`src/esbc_pkg.sv`:
```
// Shared types, codes and port widths for the expiry sorted bounded cache.
`default_nettype none

package esbc_pkg;

  // Field widths
  localparam int unsigned NODE_W    = 64;
  localparam int unsigned SERVICE_W = 64;
  localparam int unsigned EXPIRY_W  = 64;
  localparam int unsigned SLOT_W    = 8;
  localparam int unsigned COUNT_W   = 5;
  localparam int unsigned STATUS_W  = 2;

  // Stream port widths
  localparam int unsigned IN_DATA_W  = 200;
  localparam int unsigned IN_USER_W  = 1;
  localparam int unsigned OUT_DATA_W = 208;
  localparam int unsigned OUT_USER_W = 2;

  // Item kinds
  localparam logic KIND_ADD     = 1'b0;
  localparam logic KIND_CONSUME = 1'b1;

  // Result status codes
  localparam logic [STATUS_W-1:0] ST_ADDED    = 2'd0;
  localparam logic [STATUS_W-1:0] ST_REJECTED = 2'd1;
  localparam logic [STATUS_W-1:0] ST_CONSUMED = 2'd2;
  localparam logic [STATUS_W-1:0] ST_EMPTY    = 2'd3;

  // One stored entry
  typedef struct packed {
    logic [NODE_W-1:0]    node;
    logic [SERVICE_W-1:0] service;
    logic [EXPIRY_W-1:0]  expiry;
    logic [SLOT_W-1:0]    slot;
  } entry_t;

  // Controller to datapath commands
  typedef struct packed {
    logic                load;          // latch accepted transaction
    logic                set_status;    // record result status
    logic [STATUS_W-1:0] status;
    logic                rd_tail;       // read last position
    logic                evict;         // drop tail from working count
    logic                add_start;     // read topmost held entry
    logic                step_down;     // read next lower entry
    logic                shift_up;      // move read entry one position up
    logic                wr_new_above;  // place new entry above read entry
    logic                wr_new0;       // place new entry at the front
    logic                con_start;     // read second entry
    logic                shift_down;    // move read entry one position down
    logic                step_up;       // read next higher entry
    logic                cnt_inc;
    logic                cnt_dec;
    logic                out_load;      // load result register
  } ctl_cmd_t;

  // Datapath to controller status
  typedef struct packed {
    logic kind_consume;
    logic full;
    logic wc_zero;
    logic wc_one;
    logic tail_later;
    logic walk_ge;
    logic ptr_zero;
    logic ptr_last;
    logic out_busy;
  } dp_stat_t;

endpackage

`default_nettype wire

```
`src/esbc_ctrl.sv`:
```
// Controller state machine sequencing insert and pop walks over the entry RAM.
`default_nettype none

module esbc_ctrl (
  input  wire logic               clk,
  input  wire logic               rst_n,
  input  wire logic               in_tvalid,
  output logic                    in_tready,
  input  wire esbc_pkg::dp_stat_t stat,
  output esbc_pkg::ctl_cmd_t      cmd
);

  localparam logic [2:0] S_IDLE   = 3'd0;
  localparam logic [2:0] S_DECIDE = 3'd1;
  localparam logic [2:0] S_TAIL   = 3'd2;
  localparam logic [2:0] S_AWALK  = 3'd3;
  localparam logic [2:0] S_ANEW   = 3'd4;
  localparam logic [2:0] S_CWALK  = 3'd5;
  localparam logic [2:0] S_DONE   = 3'd6;

  logic [2:0] state_r, state_nxt;

  assign in_tready = (state_r == S_IDLE);

  // Next state and command decode
  always_comb begin
    state_nxt = state_r;
    cmd       = '0;
    cmd.status = esbc_pkg::ST_ADDED;
    unique case (state_r)
      S_IDLE: begin
        if (in_tvalid) begin
          cmd.load  = 1'b1;
          state_nxt = S_DECIDE;
        end
      end
      S_DECIDE: begin
        if (stat.kind_consume) begin
          if (stat.wc_zero) begin
            cmd.set_status = 1'b1;
            cmd.status     = esbc_pkg::ST_EMPTY;
            state_nxt      = S_DONE;
          end else if (stat.wc_one) begin
            cmd.set_status = 1'b1;
            cmd.status     = esbc_pkg::ST_CONSUMED;
            cmd.cnt_dec    = 1'b1;
            state_nxt      = S_DONE;
          end else begin
            cmd.con_start = 1'b1;
            state_nxt     = S_CWALK;
          end
        end else if (stat.full) begin
          cmd.rd_tail = 1'b1;
          state_nxt   = S_TAIL;
        end else if (stat.wc_zero) begin
          state_nxt = S_ANEW;
        end else begin
          cmd.add_start = 1'b1;
          state_nxt     = S_AWALK;
        end
      end
      S_TAIL: begin
        // if the tail expires later, evict it and decide again with one place free; else reject
        if (stat.tail_later) begin
          cmd.evict = 1'b1;
          state_nxt = S_DECIDE;
        end else begin
          cmd.set_status = 1'b1;
          cmd.status     = esbc_pkg::ST_REJECTED;
          state_nxt      = S_DONE;
        end
      end
      S_AWALK: begin
        if (stat.walk_ge) begin
          cmd.shift_up = 1'b1;
          if (stat.ptr_zero) begin
            state_nxt = S_ANEW;
          end else begin
            cmd.step_down = 1'b1;
          end
        end else begin
          cmd.wr_new_above = 1'b1;
          cmd.cnt_inc      = 1'b1;
          cmd.set_status   = 1'b1;
          cmd.status       = esbc_pkg::ST_ADDED;
          state_nxt        = S_DONE;
        end
      end
      S_ANEW: begin
        cmd.wr_new0    = 1'b1;
        cmd.cnt_inc    = 1'b1;
        cmd.set_status = 1'b1;
        cmd.status     = esbc_pkg::ST_ADDED;
        state_nxt      = S_DONE;
      end
      S_CWALK: begin
        cmd.shift_down = 1'b1;
        if (stat.ptr_last) begin
          cmd.cnt_dec    = 1'b1;
          cmd.set_status = 1'b1;
          cmd.status     = esbc_pkg::ST_CONSUMED;
          state_nxt      = S_DONE;
        end else begin
          cmd.step_up = 1'b1;
        end
      end
      S_DONE: begin
        if (!stat.out_busy) begin
          cmd.out_load = 1'b1;
          state_nxt    = S_IDLE;
        end
      end
      default: begin
        state_nxt = S_IDLE;
      end
    endcase
  end

  // State register
  always_ff @(posedge clk) begin
    if (!rst_n) begin
      state_r <= S_IDLE;
    end else begin
      state_r <= state_nxt;
    end
  end

endmodule

`default_nettype wire

```
`config.mk`:
```
export PLATFORM = sky130hd
export DESIGN_NAME = esbc_ctrl
export DESIGN_NICKNAME = d
export VERILOG_FILES = /design/src/esbc_pkg.sv /design/src/esbc_ctrl.sv
export SDC_FILE = /design/constraint.sdc
export NUM_CORES = 1
export LEC_CHECK = 0
export BUFFER_PORTS_ARGS = -buffer_cell sky130_fd_sc_hd__buf_2
export CAP_MARGIN = 10
export CORE_AREA = 2 2 39 41
export DETAILED_ROUTE_END_ITERATION = 12
export DIE_AREA = 0 0 41 43
export HOLD_SLACK_MARGIN = 0.03
export PLACE_DENSITY = 0.72
export SLEW_MARGIN = 25
export SYNTH_ARGS = -nofsm -noshare
export SYNTH_HDL_FRONTEND = slang
export SYNTH_SLANG_ARGS = --single-unit
export TNS_END_PERCENT = 100
```
`constraint.sdc`:
```
create_clock -name clk -period 1.5 [get_ports clk]
set_input_delay 0.075 -clock clk [delete_from_list [all_inputs] [get_ports clk]]
set_output_delay 0.075 -clock clk [all_outputs]
set_load 0.01 [all_outputs]
```
==> impl_metrics.ini <==
[worst_hold_path]
min_to = state_r[0]
hold_path.class = in -> reg
hp-start = rst_n
whs_path_depth = 2

[critical_path]
crit_start = state_r[2]
required_ns = 1.42
r2r-start = state_r[0]
worst-setup-path-type = reg -> out
cp-end-kind = output pin
crit_arrival_ns = 1.36
path_max_fanout = 8
startpoint_type = flop
rr_worst_depth = 4
r2r_slack_ns = 0.16
rr_endpoint = state_r[2]

[routing]
wl_met2_um = 704
drc = 0
vias_per_cell = 5.33
dr.pass1.iters = 4
highest_layer = met3
ant_nets = 0
drt_iter0_markers = 14
drt_wl_total_mm = 1.46
wl_per_cell_um = 11.6
wl_met3_um = 84
vias = 672
wl_met1_um = 675

[yosys]
yosysSeqAreaShare_pct = 11.8
synth-edff-count = 0
syn_avg_cell_area_um2 = 6.77
syn-num-nets = 87
synth_flop_cell = dfxtp_1
netlist_area_um2 = 508
synth_top_family_by_area = simple AND/OR/NAND/NOR gates
syn_inst = 75
synthAdderAreaFrac_pct = 0
async_reset_ff_share_pct = 0
synth-seq-cells = 3
synth_cell_type_count = 36
synth.area.mux_share_pct = 6.16
synth-xor-area-share_pct = 0
synth_compound_area_share_pct = 22.2
synthSimpleGateAreaFrac_pct = 50.0
ys_warn_count = 0

[place]
dpl_worst_slack_ns = 0.141
dp_cells = 122
place_congestion = 0.794
dp_hpwl_mm = 1.13
port_buffers = 29

[cts]
cts.htree.levels = 1
cts_root_buf = clkbuf_4
clk_path_buf_depth = 2
cts_num_sinks = 3
insertion_delay_ns = 0.23
clkSlewWorstSetupHoldPaths_ns = 0.04
cts_tree = yes
cts_hold_buf = 0
cts_buffers = 3

[sta]
relSlewSlack_pct = 75.8
hold_viol = 0
fmax_ghz = 0.695
fin_skew_ns = 0.00668
setup_viol = 0
finalMaxSlewViolations = 0
worst_slack_ns = 0.0618
post-route-period-util_pct = 95.9
period_needed_ns = 1.44
setup_tns_ns = 0
worst_pin_slew_ns = 0.353
rsz0062_at_grt = no

[power]
total_power_mw = 1.24
irDropWorstVdd_v = 0.000724
p_per_area_mw_per_mm2 = 1630
power.leakage_nw = 0.373

[layout]
largest_reg_flops = 3
final_common_cell = buf_2
mostFrequentLayoutCells = buf_2, nor2_1, buf_4, nand2b_1
largest_register = state_r
drive_gt1_share_pct = 45.5
syn2layout_area_growth_pct = 49.3
diodes = 0
instances_no_fill = 126
nNetsFinal = 123
postLayoutCoreUtil_pct = 54.8
top_regs = state_r (3)

[floorplanning]
fp.dieH_um = 43
row_count = 14
die_area_mm2 = 0.00176
pin_count = 30
coreArea_mm2 = 0.00138
start_util_pct = 36.7
dieWidth_um = 41

[grt]
grt_max_degree = 10
first_global_vias = 556
antenna_found_initial = 0
grt_overflow = 0
grt_use_total_pct = 17.0
grt_pass1_wl_mm = 2.15

[status]
status = finished, final reports clean

[run]
max_cap_viol_count = 0
==> timing repair <==
item,CTS,global route
resized for setup,0,8
setup buffers,0,0
setup endpoints to repair,0,4
==> report_power, final <==
group / total (mW) / internal [mW] / switching (mW)
Clock: 0.143 / 0.0998 / 0.0435
Sequential: 0.163 / 0.118 / 0.0447
Combinational: 0.929 / 0.442 / 0.487
Total: 1.24 / 0.660 / 0.575
==> through the flow <==
step | cell area, um2 | hold WS [ns]
floorplan | 508 | 0.197
global placement | 698 | 0.346
detailed placement | 698 | 0.352
CTS | 724 | 0.113
global route | 758 | 0.118
finish | 758 | 0.121
==> kinds of logic (layout without fill, tap and decap cells) <==
kind of cell | after synthesis | in the layout
muxes | 3 | 3
and+or+nand+nor | 42 | 42
DFF | 3 | 3
AOI/OAI and AO/OA | 17 | 17
buffers and inverters | 10 | 45
==> cell usage after synthesis (all sizes together) (2+ instances only) <==
library cell,count,area (um2)
buf,5,31.3
o21ai,5,25.0
inv,4,15.0
nor2,9,36.3
dfxtp,3,60.1
nand2,3,11.3
nor3,3,15.0
nand3,2,15.0
a21oi,4,20.0
mux2i,2,20.0
nor3b,4,30.0
nor2b,4,25.0
nand2b,7,43.8
and2,2,12.5
==> area by class of cell <==
class                           count  area [um2]
Clock buffer                        4        26.3
Fill cell                         131         626
Inverter                            4        15.0
Multi-Input combinational cell     62         430
Sequential cell                     3        61.3
Tap cell                           16        20.0
Timing Repair Buffer               37         205
==> worst max-delay path by stage <==
stage,slack (ns),cells past startpoint,to
global placement,0.17,4,state_r[1]
detailed placement,0.14,4,state_r[2]
finish,0.06,5,cmd[15]
floorplan,0.11,5,state_r[2]
CTS,0.02,5,cmd[15]
global route,0.002,5,cmd[15]
==> worst max-delay path: stages, from the launching register on <==
cell and delay [ns]:
dfxtp_1 0.34, buf_4 0.18, o31ai_4 0.25, o21ai_1 0.08, a21oi_1 0.14, buf_2 0.14
==> per-layer routing <==
| layer | global-route usage (%) | up-vias |
|---|---|---|
| met4 | 6.00 | 0 |
| met1 | 21.7 | 307 |
| li1 | - | 340 |
| met2 | 27.2 | 25 |
| met5 | 0 | - |
| met3 | 3.14 | 0 |
Note: power is estimated with default switching activity, not from simulation.
