## src/esbc_pkg.sv

```systemverilog
// Shared types, codes and port widths for the expiry sorted bounded cache.
`default_nettype none

package esbc_pkg;

  // Field widths
  localparam int unsigned NODE_W    = 64;
  localparam int unsigned SERVICE_W = 64;
  localparam int unsigned EXPIRY_W  = 64;
  localparam int unsigned SLOT_W    = 8;
  localparam int unsigned COUNT_W   = 5;
  localparam int unsigned STATUS_W  = 2;

  // Stream port widths
  localparam int unsigned IN_DATA_W  = 200;
  localparam int unsigned IN_USER_W  = 1;
  localparam int unsigned OUT_DATA_W = 208;
  localparam int unsigned OUT_USER_W = 2;

  // Item kinds
  localparam logic KIND_ADD     = 1'b0;
  localparam logic KIND_CONSUME = 1'b1;

  // Result status codes
  localparam logic [STATUS_W-1:0] ST_ADDED    = 2'd0;
  localparam logic [STATUS_W-1:0] ST_REJECTED = 2'd1;
  localparam logic [STATUS_W-1:0] ST_CONSUMED = 2'd2;
  localparam logic [STATUS_W-1:0] ST_EMPTY    = 2'd3;

  // One stored entry
  typedef struct packed {
    logic [NODE_W-1:0]    node;
    logic [SERVICE_W-1:0] service;
    logic [EXPIRY_W-1:0]  expiry;
    logic [SLOT_W-1:0]    slot;
  } entry_t;

  // Controller to datapath commands
  typedef struct packed {
    logic                load;          // latch accepted transaction
    logic                set_status;    // record result status
    logic [STATUS_W-1:0] status;
    logic                rd_tail;       // read last position
    logic                evict;         // drop tail from working count
    logic                add_start;     // read topmost held entry
    logic                step_down;     // read next lower entry
    logic                shift_up;      // move read entry one position up
    logic                wr_new_above;  // place new entry above read entry
    logic                wr_new0;       // place new entry at the front
    logic                con_start;     // read second entry
    logic                shift_down;    // move read entry one position down
    logic                step_up;       // read next higher entry
    logic                cnt_inc;
    logic                cnt_dec;
    logic                out_load;      // load result register
  } ctl_cmd_t;

  // Datapath to controller status
  typedef struct packed {
    logic kind_consume;
    logic full;
    logic wc_zero;
    logic wc_one;
    logic tail_later;
    logic walk_ge;
    logic ptr_zero;
    logic ptr_last;
    logic out_busy;
  } dp_stat_t;

endpackage

`default_nettype wire

```

## src/esbc_ram.sv

```systemverilog
// Generic single write port, single read port RAM with registered read data.
`default_nettype none

module esbc_ram #(
  parameter int unsigned WIDTH = 8,
  parameter int unsigned DEPTH = 16,
  localparam int unsigned AW = (DEPTH > 1) ? $clog2(DEPTH) : 1
) (
  input  wire logic             clk,
  input  wire logic             wr_en,
  input  wire logic [AW-1:0]    wr_addr,
  input  wire logic [WIDTH-1:0] wr_data,
  input  wire logic             rd_en,
  input  wire logic [AW-1:0]    rd_addr,
  output logic      [WIDTH-1:0] rd_data
);

  logic [WIDTH-1:0] mem [DEPTH];

  // Write port
  always_ff @(posedge clk) begin
    if (wr_en) begin
      mem[wr_addr] <= wr_data;
    end
  end

  // Registered read port
  always_ff @(posedge clk) begin
    if (rd_en) begin
      rd_data <= mem[rd_addr];
    end
  end

endmodule

`default_nettype wire

```

## src/esbc_dpath.sv

```systemverilog
// Datapath: item latch, working count, walk pointer, head copy, entry RAM and result register.
`default_nettype none

module esbc_dpath #(
  parameter int unsigned CAPACITY = 16
) (
  input  wire logic                                 clk,
  input  wire logic                                 rst_n,
  input  wire esbc_pkg::ctl_cmd_t                   cmd,
  output esbc_pkg::dp_stat_t                        stat,
  input  wire logic [esbc_pkg::IN_DATA_W-1:0]       in_tdata,
  input  wire logic [esbc_pkg::IN_USER_W-1:0]       in_tuser,
  output logic                                      out_tvalid,
  input  wire logic                                 out_tready,
  output logic      [esbc_pkg::OUT_DATA_W-1:0]      out_tdata,
  output logic      [esbc_pkg::OUT_USER_W-1:0]      out_tuser
);

  localparam int unsigned AW = (CAPACITY > 1) ? $clog2(CAPACITY) : 1;
  localparam int unsigned CW = $clog2(CAPACITY + 1);
  localparam int unsigned EW = $bits(esbc_pkg::entry_t);

  esbc_pkg::entry_t item_r, head_r, rd_data, wr_data;
  logic             kind_r;
  logic [CW-1:0]    count_r, count_nxt;
  logic [CW-1:0]    wc_r;
  logic [AW-1:0]    ptr_r, ptr_nxt;
  logic [AW-1:0]    rd_addr, wr_addr;
  logic             rd_en, wr_en;
  logic [esbc_pkg::STATUS_W-1:0] status_r;

  logic                           out_valid_r;
  logic [esbc_pkg::STATUS_W-1:0]  out_status_r;
  logic                           out_empty_r;
  logic [esbc_pkg::COUNT_W-1:0]   out_count_r;
  esbc_pkg::entry_t               out_head_r;

  // Item latch and working count
  always_ff @(posedge clk) begin
    if (cmd.load) begin
      kind_r         <= in_tuser[0];
      item_r.node    <= in_tdata[63:0];
      item_r.service <= in_tdata[127:64];
      item_r.expiry  <= in_tdata[191:128];
      item_r.slot    <= in_tdata[199:192];
      wc_r           <= count_r;
    end else if (cmd.evict) begin
      wc_r <= wc_r - CW'(1);
    end
    if (cmd.set_status) begin
      status_r <= cmd.status;
    end
  end

  // RAM read address and walk pointer
  always_comb begin
    priority if (cmd.rd_tail) begin
      rd_addr = AW'(CAPACITY - 1);
    end else if (cmd.add_start) begin
      rd_addr = AW'(wc_r - CW'(1));
    end else if (cmd.step_down) begin
      rd_addr = ptr_r - AW'(1);
    end else if (cmd.con_start) begin
      rd_addr = AW'(1);
    end else begin
      rd_addr = ptr_r + AW'(1);
    end
  end

  assign rd_en   = cmd.rd_tail | cmd.add_start | cmd.step_down | cmd.con_start | cmd.step_up;
  assign ptr_nxt = (cmd.add_start | cmd.step_down | cmd.con_start | cmd.step_up) ?
                   rd_addr : ptr_r;

  always_ff @(posedge clk) begin
    ptr_r <= ptr_nxt;
  end

  // RAM write port
  assign wr_en = cmd.shift_up | cmd.wr_new_above | cmd.wr_new0 | cmd.shift_down;

  always_comb begin
    priority if (cmd.shift_up || cmd.wr_new_above) begin
      wr_addr = ptr_r + AW'(1);
    end else if (cmd.wr_new0) begin
      wr_addr = '0;
    end else begin
      wr_addr = ptr_r - AW'(1);
    end
  end

  assign wr_data = (cmd.shift_up || cmd.shift_down) ? rd_data : item_r;

  esbc_ram #(
    .WIDTH (EW),
    .DEPTH (CAPACITY)
  ) u_ram (
    .clk     (clk),
    .wr_en   (wr_en),
    .wr_addr (wr_addr),
    .wr_data (wr_data),
    .rd_en   (rd_en),
    .rd_addr (rd_addr),
    .rd_data (rd_data)
  );

  // Front entry copy
  always_ff @(posedge clk) begin
    if (cmd.wr_new0) begin
      head_r <= item_r;
    end else if (cmd.shift_down && (ptr_r == AW'(1))) begin
      head_r <= rd_data;
    end
  end

  // Held count
  always_comb begin
    count_nxt = count_r;
    if (cmd.cnt_inc) begin
      count_nxt = wc_r + CW'(1);
    end else if (cmd.cnt_dec) begin
      count_nxt = wc_r - CW'(1);
    end
  end

  always_ff @(posedge clk) begin
    if (!rst_n) begin
      count_r <= '0;
    end else begin
      count_r <= count_nxt;
    end
  end

  // Result register
  always_ff @(posedge clk) begin
    if (!rst_n) begin
      out_valid_r <= 1'b0;
    end else begin
      out_valid_r <= cmd.out_load | (out_valid_r & ~out_tready);
    end
  end

  always_ff @(posedge clk) begin
    if (cmd.out_load) begin
      out_status_r <= status_r;
      out_empty_r  <= (count_r == '0);
      out_count_r  <= esbc_pkg::COUNT_W'(count_r);
      out_head_r   <= (count_r != '0) ? head_r : '0;
    end
  end

  assign out_tvalid = out_valid_r;
  assign out_tuser  = out_status_r;
  assign out_tdata  = {2'b00, out_head_r.slot, out_head_r.expiry, out_head_r.service,
                       out_head_r.node, out_count_r, out_empty_r};

  // Status to controller
  always_comb begin
    stat              = '0;
    stat.kind_consume = (kind_r == esbc_pkg::KIND_CONSUME);
    stat.full         = (wc_r == CW'(CAPACITY));
    stat.wc_zero      = (wc_r == '0);
    stat.wc_one       = (wc_r == CW'(1));
    stat.tail_later   = (rd_data.expiry > item_r.expiry);
    stat.walk_ge      = (rd_data.expiry >= item_r.expiry);
    stat.ptr_zero     = (ptr_r == '0);
    stat.ptr_last     = (CW'(ptr_r) == (wc_r - CW'(1)));
    stat.out_busy     = out_valid_r & ~out_tready;
  end

`ifndef SYNTH
  a_count_bound: assert property (@(posedge clk) disable iff (!rst_n)
    count_r <= CW'(CAPACITY))
    else $error("held count above capacity");

  a_no_rw_clash: assert property (@(posedge clk) disable iff (!rst_n)
    (wr_en && rd_en) |-> (wr_addr != rd_addr))
    else $error("read and write at the same entry in one cycle");

  a_wr_in_range: assert property (@(posedge clk) disable iff (!rst_n)
    wr_en |-> (CW'(wr_addr) < CW'(CAPACITY)))
    else $error("write beyond capacity");

  a_empty_head_zero: assert property (@(posedge clk) disable iff (!rst_n)
    (out_valid_r && out_empty_r) |-> (out_head_r == '0))
    else $error("empty result carries a nonzero head");
`endif

endmodule

`default_nettype wire

```

## config.mk

```make
export PLATFORM = sky130hd
export DESIGN_NAME = esbc_dpath
export DESIGN_NICKNAME = d
export VERILOG_FILES = /design/src/esbc_pkg.sv /design/src/esbc_ram.sv /design/src/esbc_dpath.sv
export SDC_FILE = /design/constraint.sdc
export NUM_CORES = 2
export LEC_CHECK = 0
export ABC_AREA = 1
export BUFFER_PORTS_ARGS = -buffer_cell sky130_fd_sc_hd__buf_4
export CAP_MARGIN = 5
export CORE_MARGIN = 2
export CORE_UTILIZATION = 53
export DETAILED_ROUTE_END_ITERATION = 16
export PLACE_DENSITY_LB_ADDON = 0.08
export SLEW_MARGIN = 20
export SYNTH_ARGS = -nofsm -noshare
export SYNTH_HDL_FRONTEND = slang
export SYNTH_SLANG_ARGS = --single-unit
```

## constraint.sdc

```tcl
create_clock -name clk -period 12.3 [get_ports clk]
set_input_delay 0.615 -clock clk [delete_from_list [all_inputs] [get_ports clk]]
set_output_delay 0.615 -clock clk [all_outputs]
set_load 0.02 [all_outputs]
```

==> impl_results.md <==
* Post-synth top area share at ~75%
* RSZ-0062 raised after global routing: no
* Via/cell ratio at 5.79
* Crit path cell chain: inv_1 > ha_1 > inv_1 > a21oi_1 > o21ai_0 > nand2_8 > buf_12 > buf_4 > buf_4 > buf_4 > nor2_1 > o21ai_1 > nand3_1 > nand3_1 > nand2_1
* Max-capacitance violation count at 0
* Worst skew pair latency at between 0.9 and 1 ns
* Drt wl/cell at about 25 um
* Area Growth Syn to Fin at 14.3%
* Worst endpoint required time at around 13 ns
* Die Area at between 300000 and 400000 um2
* Largest delay contributor family on the critical path: buffers and inverters
* Seq cells post-synth at a little over 4000
* P per Cell Area at 192 nW/um2
* Die Height at 556 um
* Final setup vio count at 0
* Peak VDD IR at approximately 0.12 mV
* Worst path bufs/invs at 6
* DR pass1 iterations at 7
* Die Width at between 500 and 600 um
* Area leader, netlist: edfxtp_1
* PnR worst setup slack at about 6.6 ns
* Number of global-route vias before repair at roughly 99000
* Clk sinks at between 4000 and 5000
* Endpoint, Worst Hold: count_r[3]
* Routed Antenna Nets at 0
* Setup TNS Final at 0 ns
* CTS tree: done
* Crit start category: flop
* Share of post-route cells with drive strength above 1 at a little over an eighth
* Routed vias at 99554
* Worst slew pin tran at approximately 1.2 ns
* Crit path DAT at roughly 6.4 ns
* CP startpoint: ptr_r[0]
* Commonest non-fill, non-tap cell in the layout: edfxtp_1
* Placeable Area at 303000 um2
* Sequential-to-total area share from yosys stat at 74.8%
* Reg2Reg Capture Point: u_ram.rd_data[28]
* Final slew viol count at 0
* Port Buffers at 438
* Post-DP HPWL at ~200 mm
* Worst r2r src: ptr_r[0]
* Final min period at 5.75 ns
* Relative slew margins at 18.5%
* First-pass GRT wire length at between 600 and 700 mm
* Mapped cell area at 161000 um2
* PostCTS Resize Cnt at 0
* Starting Density at 53.3%
* Slowest stage delay, CP at roughly 0.77 ns
* Most frequent cells in the layout: edfxtp_1 (4020), nand2_1 (2160), nand3_1 (1216)
* Drt total wl at 424 mm
* Minimum hold slack at 0.0732 ns
* Synth unique cells at 38
* CP Class: flop to flop
* Top cell by count, worst path: buf_4
* DRC Markers at 0
* YS warnings at 0
* Worst setup EP type: flop
* Largest net degree at the start of global routing at around 220
* Gr usage total at 27.0%
* Row cnt at between 200 and 250
* GR Overflow Total at 0
* Post-route clock period utilization at a little under half
* Pre-CTS setup slack at about 6.7 ns
* Crit path max fanout at approximately 150
* Top Ports at approximately 440
* Worst clock skew at about 0.036 ns
* Hold WC Path Type: input pin to flop
* DR iter-0 viols at approximately 10000
* R2r setup slk at 6.55 ns
* Clock-pin slew on the worst setup and hold paths at roughly 0.060 ns
* Syn_area_per_cell at 13.2 um2
* Max Freq at ~170 MHz
* Initial antenna violation count at 4
* GPL Wtd Cong at about 0.80
* Hold Crit Depth at 4
* Hold Fails Final Rpt at 0
* Root buffer selected by CTS: clkbuf_16
* CP max stage cell: buf_4
* Register-to-Register Path Depth at 15
* Hold wc startpoint: cmd[1]
* CTS H-Tree Depth at 5
* Final Util at between 60% and 70%
* Status: complete, no violations
* Pleak at 65.5 nW
* CTS max path bufs at 4
* Fill cell count at ~23000
* Total CTS buffers at 417
* Cells after Synth at about 12000
* Layout net count at approximately 13000
* Synth area leaders: edfxtp_1 (75%), nand2_1 (5.0%), o211ai_1 (4.7%)
power breakdown:
part	internal [mW]	switching [mW]	total [mW]
Sequential	17.5	0.440	17.9
Clock	6.84	5.18	12.0
Combinational	1.49	3.97	5.46
Yosys cell counts, drive strengths merged:
master and n:
nand3b 1, nand2 2162, o21ai 729, a211oi 1, a21o 1, nor3 4
or2 889, nor2 679, edfxtp 4020, o21a 4, nor4 1, buf 390
xnor2 1, nor3b 1, ha 71, o21bai 1, mux2 1, and3 2
xor2 8, conb 1, clkbuf 390, o221ai 2, dfxtp 6, nand3 1218
a21oi 41, nand4 6, inv 627, a31o 1, o211ai 1002
metal layers:
layer	routed length, um	global-route usage (%)
met2	207000	45.5
met1	177000	37.0
met5	13	0
met3	24900	2.81
met4	14900	9.04
state kept, by name, indices dropped and copies added, names as in the netlist:
name           flops
wc_r               5
out_tvalid         1
out_tdata        200
out_count_r        5
u_ram.mem       3200
ptr_r              4
head_r           200
out_tuser          2
count_r            5
u_ram.rd_data    200
item_r           200
out_empty_r        1
status_r           2
kind_r             1
logic make-up after synthesis:
| family | Yosys count | share of synthesized area, % |
|---|---|---|
| other | 1 | 0.00232 |
| multiplexers | 1 | 0.00697 |
| XOR/XNOR | 9 | 0.0488 |
| AND/OR/NAND/NOR | 4963 | 13.9 |
| adder cells (fa/ha/maj) | 71 | 0.550 |
| flip-flops | 4026 | 74.8 |
| AO/OA/AOI/OAI | 1782 | 7.10 |
| buffers and inverters | 1407 | 3.56 |
what timing repair did:
item / 4_1_cts / 5_1_grt
buffers inserted: 0 / 0
hold endpoints to repair: 216 / 0
hold buffers: 210 / 0
setup endpoints to repair: 0 / 0
worst max-delay path by stage:
| stage | cells after the start | slack [ns] | to |
|---|---|---|---|
| after floorplan | 8 | 1.64 | u_ram.mem[12][0] |
| after global placement | 15 | 6.75 | u_ram.rd_data[39] |
| after detailed placement | 15 | 6.72 | u_ram.rd_data[28] |
| after CTS | 15 | 6.68 | u_ram.rd_data[28] |
| after global routing | 15 | 6.27 | u_ram.rd_data[36] |
| final | 15 | 6.55 | u_ram.rd_data[28] |
final cells by class:
type | instances | area, um2 | area share, %
timing repair buffer | 992 | 8430 | 4.57
multi-input combinational | 6828 | 35100 | 19.0
inverter | 627 | 2380 | 1.29
clock buffer | 510 | 10900 | 5.89
clock inverter | 241 | 2020 | 1.09
tap | 3978 | 4980 | 2.70
antenna | 1 | 2.50 | 0.00136
sequential | 4026 | 121000 | 65.5
worst reg2reg max path: cells and delay by family (launching register included):
family	cells	cell delay [ns]
flip-flops	1	0.52
buffers and inverters	6	3.30
AO/OA/AOI/OAI	3	0.50
adder cells (fa/ha/maj)	1	0.32
AND/OR/NAND/NOR	5	0.85
per-stage QoR:
stage	total power [mW]	area (um2)	std cells
finish	35.4	185000	17203
global route	36.8	185000	17203
CTS	35.7	185000	17202
detailed placement	23.6	170000	16241
global placement	23.5	170000	16240
floorplan	21.5	161000	12261
Note: power is estimated with default switching activity, not from simulation.
